<file path="config.mk">
export PLATFORM = sky130hd
export DESIGN_NAME = dda_line_raster_canvas_unit
export DESIGN_NICKNAME = d
export VERILOG_FILES = /design/src/hw/rtl/dda_pkg.sv /design/src/hw/rtl/dda_front.sv /design/src/hw/rtl/dda_div.sv /design/src/hw/rtl/dda_ram.sv /design/src/hw/rtl/dda_back.sv /design/src/hw/rtl/dda_line_raster_canvas_unit.sv
export SDC_FILE = /design/constraint.sdc
export NUM_CORES = 2
export LEC_CHECK = 0
export BUFFER_PORTS_ARGS = -buffer_cell sky130_fd_sc_hd__buf_2
export CORE_MARGIN = 1.5
export CORE_UTILIZATION = 47
export DETAILED_ROUTE_END_ITERATION = 8
export SLEW_MARGIN = 20
export SYNTH_ARGS = -nofsm -noshare
export SYNTH_HDL_FRONTEND = slang
export SYNTH_HIERARCHICAL = 1
export SYNTH_SLANG_ARGS = --single-unit
</file>
<file path="constraint.sdc">
create_clock -name clk -period 21.8 [get_ports clk]
set_input_delay 2.18 -clock clk [delete_from_list [all_inputs] [get_ports clk]]
set_output_delay 2.18 -clock clk [all_outputs]
set_load 0.02 [all_outputs]
</file>
<file path="src/hw/rtl/dda_pkg.sv">
// Package for the DDA line raster canvas: request codes, queue entry type and helpers.
// Depends on nothing; used by dda_front, dda_back, the top level and the testbench.
package dda_pkg;

    typedef enum logic [1:0] {
        MODE_CLEAR = 2'd0,
        MODE_POINT = 2'd1,
        MODE_LINE  = 2'd2,
        MODE_READ  = 2'd3
    } mode_t;

    typedef struct packed {
        mode_t              mode;
        logic signed [15:0] start_x;
        logic signed [15:0] start_y;
        logic signed [15:0] end_x;
        logic signed [15:0] end_y;
        logic [3:0]         row_select;
    } req_t;

    typedef enum logic [2:0] {
        BK_IDLE,
        BK_DIV,
        BK_PLOT,
        BK_CLEAR,
        BK_DONE
    } bk_state_t;

    localparam logic [6:0] WIDTH_RESET  = 7'd60;
    localparam logic [4:0] HEIGHT_RESET = 5'd15;
    localparam logic       CFG_WIDTH    = 1'b0;
    localparam logic       CFG_HEIGHT   = 1'b1;

    // Rounds a signed Q.16 value to an integer, half away from zero.
    function automatic logic signed [24:0] round_q16(input logic signed [40:0] v);
        logic [40:0] mag;
        logic [40:0] r;
        begin
            mag = v[40] ? 41'(-v) : 41'(v);
            r = (mag + 41'h8000) >> 16;
            round_q16 = v[40] ? -25'(r) : 25'(r);
        end
    endfunction

endpackage

</file>
<file path="src/hw/rtl/dda_front.sv">
// Front part: accepts requests and holds them in a two-entry queue.
// Depends on dda_pkg.
module dda_front (
    input  logic          clk,
    input  logic          rst_n,
    input  logic          start,
    input  dda_pkg::req_t req,
    output logic          busy,
    output logic          q_valid,
    output dda_pkg::req_t q_req,
    input  logic          q_pop
);
    import dda_pkg::*;

    req_t       mem_reg [2];
    logic       wr_ptr_reg, rd_ptr_reg;
    logic [1:0] cnt_reg;
    logic       push;

    assign busy    = (cnt_reg == 2'd2);
    assign push    = start && !busy;
    assign q_valid = (cnt_reg != 2'd0);
    assign q_req   = mem_reg[rd_ptr_reg];

    always_ff @(posedge clk)
    begin
        if (push)
        begin
            mem_reg[wr_ptr_reg] <= req;
        end
    end

    always_ff @(posedge clk or negedge rst_n)
    begin
        if (!rst_n)
        begin
            wr_ptr_reg <= 1'b0;
            rd_ptr_reg <= 1'b0;
            cnt_reg    <= 2'd0;
        end
        else
        begin
            if (push)
            begin
                wr_ptr_reg <= !wr_ptr_reg;
            end
            if (q_pop)
            begin
                rd_ptr_reg <= !rd_ptr_reg;
            end
            cnt_reg <= cnt_reg + 2'(push) - 2'(q_pop);
        end
    end
endmodule

</file>
<file path="src/hw/rtl/dda_div.sv">
// Restoring divider for the line steps: rounds |d| * 65536 / dmax half away from zero.
// Depends on nothing.
module dda_div (
    input  logic        clk,
    input  logic        rst_n,
    input  logic        go,
    input  logic [16:0] num,
    input  logic [16:0] den,
    output logic        ready,
    output logic [17:0] quot
);
    // Computes floor((num * 131072 + den) / (2 * den)).
    logic [34:0] rem_reg, rem_next;
    logic [34:0] dvd_reg;
    logic [34:0] q_reg;
    logic [17:0] den2_reg;
    logic [5:0]  cnt_reg;
    logic        run_reg;
    logic [35:0] trial;

    assign trial = {rem_reg, dvd_reg[34]} - {18'd0, den2_reg};
    assign rem_next = trial[35] ? {rem_reg[33:0], dvd_reg[34]} : trial[34:0];
    assign ready = !run_reg;
    assign quot  = q_reg[17:0];

    always_ff @(posedge clk or negedge rst_n)
    begin
        if (!rst_n)
        begin
            run_reg <= 1'b0;
            cnt_reg <= 6'd0;
        end
        else if (go)
        begin
            run_reg <= 1'b1;
            cnt_reg <= 6'd35;
        end
        else if (run_reg)
        begin
            cnt_reg <= cnt_reg - 6'd1;
            if (cnt_reg == 6'd1)
            begin
                run_reg <= 1'b0;
            end
        end
    end

    always_ff @(posedge clk)
    begin
        if (go)
        begin
            rem_reg  <= 35'd0;
            dvd_reg  <= {1'b0, num, 17'd0} + {18'd0, den};
            den2_reg <= {den, 1'b0};
            q_reg    <= 35'd0;
        end
        else if (run_reg)
        begin
            rem_reg <= rem_next;
            dvd_reg <= {dvd_reg[33:0], 1'b0};
            q_reg   <= {q_reg[33:0], !trial[35]};
        end
    end
endmodule

</file>
<file path="src/hw/rtl/dda_ram.sv">
// Generic single-port RAM with registered read.
// Depends on nothing.
module dda_ram #(
    parameter int WIDTH = 64,
    parameter int DEPTH = 16
) (
    input  logic                     clk,
    input  logic                     we,
    input  logic [$clog2(DEPTH)-1:0] addr,
    input  logic [WIDTH-1:0]         wdata,
    output logic [WIDTH-1:0]         rdata
);
    logic [WIDTH-1:0] mem [DEPTH];

    always_ff @(posedge clk)
    begin
        if (we)
        begin
            mem[addr] <= wdata;
        end
        rdata <= mem[addr];
    end
endmodule

</file>
<file path="src/hw/rtl/dda_back.sv">
// Back part: clears, plots points and lines, and reads rows of the canvas.
// Depends on dda_pkg, dda_div and dda_ram.
module dda_back #(
    parameter int MAX_COLUMNS = 64,
    parameter int MAX_ROWS    = 16
) (
    input  logic          clk,
    input  logic          rst_n,
    input  logic [6:0]    canvas_width,
    input  logic [4:0]    canvas_height,
    input  logic          q_valid,
    input  dda_pkg::req_t q_req,
    output logic          q_pop,
    output logic          res_valid,
    output logic [63:0]   res_row
);
    import dda_pkg::*;

    localparam int AW = $clog2(MAX_ROWS);

    bk_state_t state_reg, state_next;
    req_t      cur_reg;
    logic signed [40:0] px_reg, py_reg;
    logic signed [18:0] stx_reg, sty_reg;
    logic [8:0]  cnt_reg;
    logic        axis_reg;
    logic [1:0]  ph_reg;
    logic [AW:0] clr_reg;
    logic        init_reg;
    logic [AW-1:0] ptr_reg;
    logic        hit_reg;
    logic [5:0]  col_reg;
    logic        rd_sel_ok;

    logic signed [16:0] dx, dy;
    logic [16:0] adx, ady, dmax;
    logic        div_go, div_ready;
    logic [17:0] quot;
    logic        we;
    logic [AW-1:0] addr;
    logic [63:0] wdata, rdata;
    logic signed [24:0] ix, iy;
    logic [7:0]  w_eff, h_eff;
    logic        hit;
    logic [7:0]  row_calc;

    assign dx   = 17'(cur_reg.end_x) - 17'(cur_reg.start_x);
    assign dy   = 17'(cur_reg.end_y) - 17'(cur_reg.start_y);
    assign adx  = dx[16] ? 17'(-dx) : 17'(dx);
    assign ady  = dy[16] ? 17'(-dy) : 17'(dy);
    assign dmax = (adx > ady) ? adx : ady;

    assign w_eff = (8'(canvas_width) < 8'(MAX_COLUMNS)) ? 8'(canvas_width) : 8'(MAX_COLUMNS);
    assign h_eff = (8'(canvas_height) < 8'(MAX_ROWS)) ? 8'(canvas_height) : 8'(MAX_ROWS);
    assign ix  = round_q16(px_reg);
    assign iy  = round_q16(py_reg);
    assign hit = !ix[24] && !iy[24] && (ix < 25'(w_eff)) && (iy < 25'(h_eff));
    assign row_calc = h_eff - 8'd1 - iy[7:0];
    assign rd_sel_ok = (32'(cur_reg.row_select) < MAX_ROWS);

    assign div_go = (state_reg == BK_DIV) && (ph_reg == 2'd0);

    dda_div u_div (
        .clk   (clk),
        .rst_n (rst_n),
        .go    (div_go),
        .num   (axis_reg ? ady : adx),
        .den   (dmax),
        .ready (div_ready),
        .quot  (quot)
    );

    dda_ram #(.WIDTH(64), .DEPTH(MAX_ROWS)) u_ram (
        .clk   (clk),
        .we    (we),
        .addr  (addr),
        .wdata (wdata),
        .rdata (rdata)
    );

    always_comb
    begin
        state_next = state_reg;
        case (state_reg)
            BK_IDLE:
            begin
                if (q_valid)
                begin
                    case (q_req.mode)
                        MODE_CLEAR: state_next = BK_CLEAR;
                        MODE_LINE:  state_next = BK_DIV;
                        MODE_POINT: state_next = BK_PLOT;
                        default:    state_next = BK_DONE;
                    endcase
                end
            end
            BK_DIV:
            begin
                if (ph_reg == 2'd3 && div_ready && axis_reg)
                begin
                    state_next = BK_PLOT;
                end
            end
            BK_PLOT:
            begin
                if (ph_reg == 2'd2 && cnt_reg == 9'd0)
                begin
                    state_next = BK_DONE;
                end
            end
            BK_CLEAR:
            begin
                if (clr_reg == (AW+1)'(MAX_ROWS - 1))
                begin
                    state_next = init_reg ? BK_IDLE : BK_DONE;
                end
            end
            BK_DONE:
            begin
                state_next = BK_IDLE;
            end
            default: state_next = BK_IDLE;
        endcase
    end

    always_comb
    begin
        q_pop     = (state_reg == BK_IDLE) && q_valid;
        res_valid = (state_reg == BK_DONE);
        res_row   = (cur_reg.mode == MODE_READ && rd_sel_ok) ? rdata : 64'd0;
        we        = 1'b0;
        addr      = ptr_reg;
        wdata     = rdata | (64'd1 << col_reg);
        case (state_reg)
            BK_IDLE:
            begin
                addr = AW'(q_req.row_select);
            end
            BK_PLOT:
            begin
                we = (ph_reg == 2'd2) && hit_reg;
            end
            BK_CLEAR:
            begin
                we    = 1'b1;
                addr  = clr_reg[AW-1:0];
                wdata = 64'd0;
            end
            default: ;
        endcase
    end

    always_ff @(posedge clk or negedge rst_n)
    begin
        if (!rst_n)
        begin
            state_reg <= BK_CLEAR;
            clr_reg   <= '0;
            ph_reg    <= 2'd0;
            axis_reg  <= 1'b0;
            init_reg  <= 1'b1;
        end
        else
        begin
            state_reg <= state_next;
            case (state_reg)
                BK_IDLE:
                begin
                    ph_reg   <= 2'd0;
                    axis_reg <= 1'b0;
                    clr_reg  <= '0;
                    init_reg <= 1'b0;
                end
                BK_DIV:
                begin
                    if (ph_reg == 2'd0)
                    begin
                        ph_reg <= 2'd3;
                    end
                    else if (div_ready)
                    begin
                        axis_reg <= 1'b1;
                        ph_reg   <= axis_reg ? 2'd0 : 2'd0;
                    end
                end
                BK_PLOT:
                begin
                    ph_reg <= (ph_reg == 2'd2) ? 2'd0 : ph_reg + 2'd1;
                end
                BK_CLEAR:
                begin
                    clr_reg <= clr_reg + 1'b1;
                end
                default: ;
            endcase
        end
    end

    always_ff @(posedge clk)
    begin
        case (state_reg)
            BK_IDLE:
            begin
                if (q_valid)
                begin
                    cur_reg <= q_req;
                    px_reg  <= 41'(q_req.start_x) <<< 8;
                    py_reg  <= 41'(q_req.start_y) <<< 8;
                    stx_reg <= '0;
                    sty_reg <= '0;
                    cnt_reg <= '0;
                end
            end
            BK_DIV:
            begin
                cnt_reg <= dmax[16:8];
                if (ph_reg == 2'd3 && div_ready && dmax != 17'd0)
                begin
                    if (axis_reg)
                    begin
                        sty_reg <= dy[16] ? -19'(quot) : 19'(quot);
                    end
                    else
                    begin
                        stx_reg <= dx[16] ? -19'(quot) : 19'(quot);
                    end
                end
            end
            BK_PLOT:
            begin
                case (ph_reg)
                    2'd0:
                    begin
                        hit_reg <= hit;
                        col_reg <= ix[5:0];
                        ptr_reg <= row_calc[AW-1:0];
                    end
                    2'd2:
                    begin
                        px_reg  <= px_reg + 41'(stx_reg);
                        py_reg  <= py_reg + 41'(sty_reg);
                        cnt_reg <= cnt_reg - 9'd1;
                    end
                    default: ;
                endcase
            end
            default: ;
        endcase
    end
endmodule

</file>
<file path="src/hw/rtl/dda_line_raster_canvas_unit.sv">
// Top level of the DDA line raster canvas: registers, front queue and back engine.
// Depends on dda_pkg, dda_front and dda_back.
//
//  channel | signals                                  | direction
//  request | start, busy, mode, start_x..end_y, row_select | in
//  result  | done, row_bits, done_res                 | out
//  config  | cfg_valid, cfg_ready, cfg_index, cfg_data | in
//
// A line runs set-up and the two serial divisions, then plots its points one after another.
// Reset runs a clearing pass over all MAX_ROWS rows; the queue takes requests during it.
// busy rises only when the two-entry queue is full; results cannot be stalled.
module dda_line_raster_canvas_unit #(
    parameter int MAX_COLUMNS = 64,
    parameter int MAX_ROWS    = 16
) (
    input  logic               clk,
    input  logic               rst_n,
    input  logic               start,
    output logic               busy,
    input  logic [1:0]         mode,
    input  logic signed [15:0] start_x,
    input  logic signed [15:0] start_y,
    input  logic signed [15:0] end_x,
    input  logic signed [15:0] end_y,
    input  logic [3:0]         row_select,
    output logic               done,
    output logic [63:0]        row_bits,
    output logic               done_res,
    input  logic               cfg_valid,
    output logic               cfg_ready,
    input  logic               cfg_index,
    input  logic [6:0]         cfg_data
);
    import dda_pkg::*;

    logic [6:0] width_reg;
    logic [4:0] height_reg;
    req_t       req, q_req;
    logic       q_valid, q_pop;

    assign cfg_ready = 1'b1;
    assign done_res  = 1'b1;

    always_comb
    begin
        req.mode       = mode_t'(mode);
        req.start_x    = start_x;
        req.start_y    = start_y;
        req.end_x      = end_x;
        req.end_y      = end_y;
        req.row_select = row_select;
    end

    always_ff @(posedge clk or negedge rst_n)
    begin
        if (!rst_n)
        begin
            width_reg  <= WIDTH_RESET;
            height_reg <= HEIGHT_RESET;
        end
        else if (cfg_valid)
        begin
            if (cfg_index == CFG_WIDTH)
            begin
                width_reg <= cfg_data;
            end
            else
            begin
                height_reg <= cfg_data[4:0];
            end
        end
    end

    dda_front u_front (
        .clk     (clk),
        .rst_n   (rst_n),
        .start   (start),
        .req     (req),
        .busy    (busy),
        .q_valid (q_valid),
        .q_req   (q_req),
        .q_pop   (q_pop)
    );

    dda_back #(.MAX_COLUMNS(MAX_COLUMNS), .MAX_ROWS(MAX_ROWS)) u_back (
        .clk           (clk),
        .rst_n         (rst_n),
        .canvas_width  (width_reg),
        .canvas_height (height_reg),
        .q_valid       (q_valid),
        .q_req         (q_req),
        .q_pop         (q_pop),
        .res_valid     (done),
        .res_row       (row_bits)
    );

`ifndef SYNTHESIS
    a_pop_needs_entry: assert property (@(posedge clk) disable iff (!rst_n)
        q_pop |-> q_valid) else $error("queue popped while empty");
    a_done_single: assert property (@(posedge clk) disable iff (!rst_n)
        done |=> !done) else $error("result strobe held longer than one cycle");
`endif
endmodule

</file>
# After elaboration in Yosys (flattened, before gate mapping)
# Memory sizes are Yosys's and may differ from the RTL's. A register that Yosys moved wholly into a read port is not among the register bits.
# Index checks and enable logic that the tools add are counted.
# op_classes
shift	1
reduce_logical	40
n_bitwise	2
n_addsub	23
multipliers	0
div_mod_pow	0
mux	59
n_eq_ne	23
order_cmp	5
# ops
operator	count
41-bit two-way mux	6
41-bit case mux with 2 select lines	2
19-bit two-way mux	7
64-bit two-way mux	2
35-bit two-way mux	3
41-bit by 16-bit adder with 41-bit output (second input constant)	2
41-bit by 19-bit adder with 41-bit output	2
41-bit negation	2
19-bit case mux with 2 select lines	2
17-bit two-way mux	4
64-bit OR	1
1-bit by 6-bit left shift with 64-bit output (first input constant)	1
25-bit two-way mux	2
25-bit negation	2
36-bit by 18-bit subtractor with 36-bit output	1
34-bit by 17-bit adder with 35-bit output	1
17-bit negation	2
16-bit by 16-bit subtractor with 17-bit output	2
9-bit case mux with 3 select lines	1
25-bit by 5-bit less-than comparator with 1-bit output	1
25-bit by 8-bit less-than comparator with 1-bit output	1
18-bit negation with 19-bit output	1
9-bit two-way mux	2
17-bit > comparator	1
other kinds (44)	102
# totals
rom_bits	0
latchBits	0
mem_count	2
ram_bits	1164
elab_cells	184
reg_bits	346
input_bits	82
output_inout_bits	68
# mem_list
memory	words	width	read_ports	rd_clocked_by_memory_dff	wr	line	source
u_back.u_ram.mem	16	64	1	1	1	dda_ram.sv:13	logic [WIDTH-1:0] mem [DEPTH];
u_front.mem_reg	2	70	1	0	1	dda_front.sv:15	req_t mem_reg [2];

# Depth between registers and ports, before layout
# depth
word_depth	9
mapped_depth	31
ltp_nobuf	28

# Hierarchy
# Netlist, hierarchy kept.
# modules_own_cells
mod	n_inst	cells_each	area_each_um2
dda_ram	1	1648	39517.9
dda_back	1	2722	22246.3
dda_div	1	547	5763.0
dda_front	1	235	5596.6
dda_line_raster_canvas_unit	1	30	521.8

# Least setup slack after synthesis
# Ideal clock, no wire load.
# synth_path
path_type	register -> register
from	reg u_back.state_reg[2]
to	mem u_back.u_ram.mem[0][0], enable pin
arrival_ps	6473
synth_period_minus_slack_ps	7037
path_buffers	4
required_time_ps	21235
setup_slack_ps	14763
setup_time_ps	565
path_stages_with_launch	10
path_cell_list	dfrtp_1 clkbuf_1 nor3_1 nor2_1 nand2_1 nand2_1 buf_2 buf_2 buf_1 nor3_1
# synth_between
elab_cells_between_ends	7
classes_between	eq/ne: 2; mux: 4; reduce/logical: 1
# synth_rtl
element	line	source
start: declaration	dda_back.sv:21	bk_state_t state_reg, state_next;
start signal: assignment	dda_back.sv:165	state_reg <= state_next;
3-bit by 2-bit equality test with 1-bit output / 3-bit logical NOT (equally long branches)	dda_back.sv:134	case (state_reg)
4-bit case mux with 2 select lines (*)	dda_back.sv:134	
net u_back.addr[1]	dda_back.sv:40	logic [AW-1:0] addr;
end: declaration	dda_ram.sv:13	
# The timed path passes the listed nets; every way through them passes the cells marked *.

# Worst setup path in the final report
# layout_path
from	reg u_back/cur_reg[20] (netlist name)
to	reg u_back.stx_reg[16], enable pin
# layout_between
elab_chain_len	9
# layout_rtl
element	line	source
start: declaration	dda_back.sv:22	req_t cur_reg;
start signal: assignment	dda_back.sv:206	cur_reg <= q_req;
16-bit by 16-bit subtractor with 17-bit output (*)	dda_back.sv:47	assign dx = 17'(cur_reg.end_x) - 17'(cur_reg.start_x);
17-bit negation	dda_back.sv:49	assign adx = dx[16] ? 17'(-dx) : 17'(dx);
17-bit two-way mux (*)	dda_back.sv:49	
17-bit > comparator	dda_back.sv:51	assign dmax = (adx > ady) ? adx : ady;
17-bit two-way mux (*)	dda_back.sv:51	
net u_back.dmax[15]	dda_back.sv:36	logic [16:0] adx, ady, dmax;
17-bit nonzero test (*)	dda_back.sv:217	if (ph_reg == 2'd3 && div_ready && dmax != 17'd0)
1-bit logical AND (*)	dda_back.sv:217	
2-bit inequality test (no source line) (*)	n/a	
4-bit AND reduction (no source line) (*)	n/a	
end signal: assignment	dda_back.sv:225	stx_reg <= dx[16] ? -19'(quot) : 19'(quot);
end: declaration	dda_back.sv:24	logic signed [18:0] stx_reg, sty_reg;
# Marks and branches as above.
# A chain may end at the register's enable or synchronous reset.

==> key figures <==
Synthesis
  – Synth area leaders: edfxtp_1 (58%), mux4_2 (7.8%), dfxtp_1 (3.2%)
  – Synthesized cell area: 73650 µm²
  – Post-synth cell types: 115
  – Async S/R FF share, synth: 2.224%
  – Ys Warns: 6
  – Cell with the most instances after synthesis: edfxtp_1
  – EDFF count, synth: 1422
  – Top cells by count, synth: edfxtp_1 (1422), nor2_1 (363), nand2_1 (349)
  – Post-synth top area share: 57.98%
  – Sequential share of the synthesized area: 62.37%
  – Top FF cell, synth: edfxtp_1
  – Synth Instances: 5182
  – Avg Synthesized Cell Area: 14.21 µm²
  – #FFs+latches synth: 1574
  – Largest area contributor in the netlist: edfxtp_1

Worst setup path
  – CP Max Fanout: 20
  – Critical Path Max Stage Delay: 0.75 ns
  – CP Data Arrival Time: 8.06 ns
  – Startpoint types: register
  – WP data required: 22.18 ns
  – CP Capture Type: register
  – Crit path max-delay cell type: and3_1
  – CP Class: reg2reg

Timing
  – Max Clk Rate: 0.1302 GHz
  – Actual slew at the worst max-slew pin: 1.127 ns
  – Final setup TNS: 0 ns
  – Final period util: 35.23%
  – RSZ-0062 raised after global routing: no
  – Skew final: 0.07512 ns
  – Tmin final: 7.680 ns
  – Hold Vio Cnt, Final: 0
  – Slew HR: 24.56%
  – Final slew viol count: 0
  – # setup viols final: 0

Route
  – Drt first pass iters: 5
  – Via count: 44610
  – WL/cell: 25.15 µm
  – Vias per cell: 5.932
  – Final WL: 189.2 mm
  – Final ANT Viol Nets: 0
  – Initial drt markers: 3800
  – Drt drc: 0

Finish
  – # nets final: 5576
  – Layout overhead on the synthesized area: 11.33%
  – Max FFs per register: 1024
  – Share of layout cells above drive strength 1: 18.08%

Die
  – Rows: 145
  – Core area: 155800 µm²
  – Initial Util: 47.26%
  – Die Height: 398.8 µm
  – IO Pins: 150
  – Die Area: 159100 µm²
  – Die Wd: 398.8 µm

Clock tree
  – # H-tree levels: 4
  – # hold bufs at CTS: 0
  – Resize count post-CTS: 0
  – CTS tree: done
  – Clk slew on worst S/H paths: 0.06 ns
  – CTS Buffer Depth: 3
  – Post-CTS setup repair buffer count: 0
  – Root Buffer: clkbuf_16
  – Clk_lat worst skew: 0.82 ns
  – TritonCTS sink count: 1574
  – Total CTS buffers: 165

Global routing
  – Initial antenna violation count: 12
  – Pin count of the biggest net entering global routing: 135
  – GR Util All Layers: 23.64%
  – Number of global-route vias before repair: 43790
  – Total grt overflow: 0
  – First-pass GRT wire length: 280.0 mm

Placement
  – GPL Wtd Cong: 0.8560
  – IO buf count: 147
  – Detailed placement HPWL: 114.1 mm

Worst hold path
  – Hold Crit Class: reg2reg

Job
  – Maxcap violations: 0

Outcome
  – Status: finished clean
layer usage:
metal,global-route usage [%],vias to the layer above,wire length [µm]
met3,4.155,263,12770
met2,39.27,1368,91670
li1,-,20370,-
met4,6.776,10,4658
met1,31.90,22600,80010
met5,0,-,61
logic make-up after synthesis:
kind of cell | share of synthesized area (%)
DFF | 62.37
and+or+nand+nor | 9.309
AOI/OAI and AO/OA | 8.711
muxes | 10.80
buffers and inverters | 2.508
xor gates and xnor gates | 3.184
adders and majority gates | 3.119
other | 0.005092
placed cells by master, fill, tap and decap left out, drive strengths merged, types with 32 or more instances in the layout:
cell type / Yosys / final
a21oi: 222 / 222
a22oi: 140 / 140
o21ai: 200 / 200
mux4: 256 / 256
nand4: 38 / 38
nor3: 95 / 95
mux2i: 48 / 48
mux2: 126 / 126
xnor2: 137 / 137
ha: 174 / 174
inv: 145 / 149
nand2b: 54 / 54
a31oi: 42 / 42
nor4: 39 / 39
edfxtp: 1422 / 1422
clkinv: 0 / 77
a21o: 59 / 59
and3: 97 / 97
nand2: 357 / 357
nand3: 77 / 77
dfxtp: 117 / 117
xor2: 126 / 126
nor2b: 44 / 44
or3: 61 / 61
buf: 88 / 229
clkbuf: 174 / 216
a211oi: 43 / 43
nor2: 365 / 365
o21a: 32 / 32
area by class of cell:
class | count | area [µm²]
Clock buffer | 216 | 4431
Sequential cell | 1574 | 45940
Antenna cell | 5 | 12.51
Clock inverter | 95 | 1030
Inverter | 145 | 545.5
Multi-Input combinational cell | 3199 | 26080
Fill cell | 12770 | 73850
Timing Repair Buffer | 229 | 1376
Tap cell | 2058 | 2575
worst max-delay path, delay by kind of cell (launching register included):
family,cells,cell delay (ns)
mux,2,0.91
buf+inv,3,0.20
fa+ha+maj,3,0.87
compound gates,14,3.23
simple gates,6,1.67
flops,1,0.36
through the flow:
stage / cell area, µm² / utilization (%) / setup WS [ns] / instances / hold WS (ns)
6_report: 81990 / 52.61 / 14.12 / 7521 / 0.4807
5_1_grt: 81980 / 52.60 / 13.45 / 7516 / 0.4987
4_1_cts: 81970 / 52.60 / 14.17 / 7516 / 0.4806
3_5_place_dp: 76510 / 49.10 / 14.25 / 7205 / 0.4720
3_3_place_gp: 76510 / 49.09 / 14.26 / 7205 / 0.4635
2_1_floorplan: 73650 / - / 14.76 / 5183 / 0.4437
worst paths after layout:
| kind | startpoint | end | slack [ns] | cells after the start |
|---|---|---|---|---|
| max | u_back/cur_reg[20] | u_back/stx_reg[16] | 14.12 | 28 |
| min | u_back/clr_reg[4] | u_back/clr_reg[4] | 0.48 | 2 |
| max reg2reg | u_back/cur_reg[20] | u_back/stx_reg[16] | 14.12 | 28 |
| min reg2reg | u_back/clr_reg[4] | u_back/clr_reg[4] | 0.48 | 2 |
| max in group asynchronous | rst_n | u_back/u_div/run_reg | 19.58 | 1 |
| min in group asynchronous | rst_n | u_front/rd_ptr_reg | 1.52 | 1 |
Power is not shown: default switching activity piles up to over one toggle a cycle in this logic, so the estimate is an artifact.
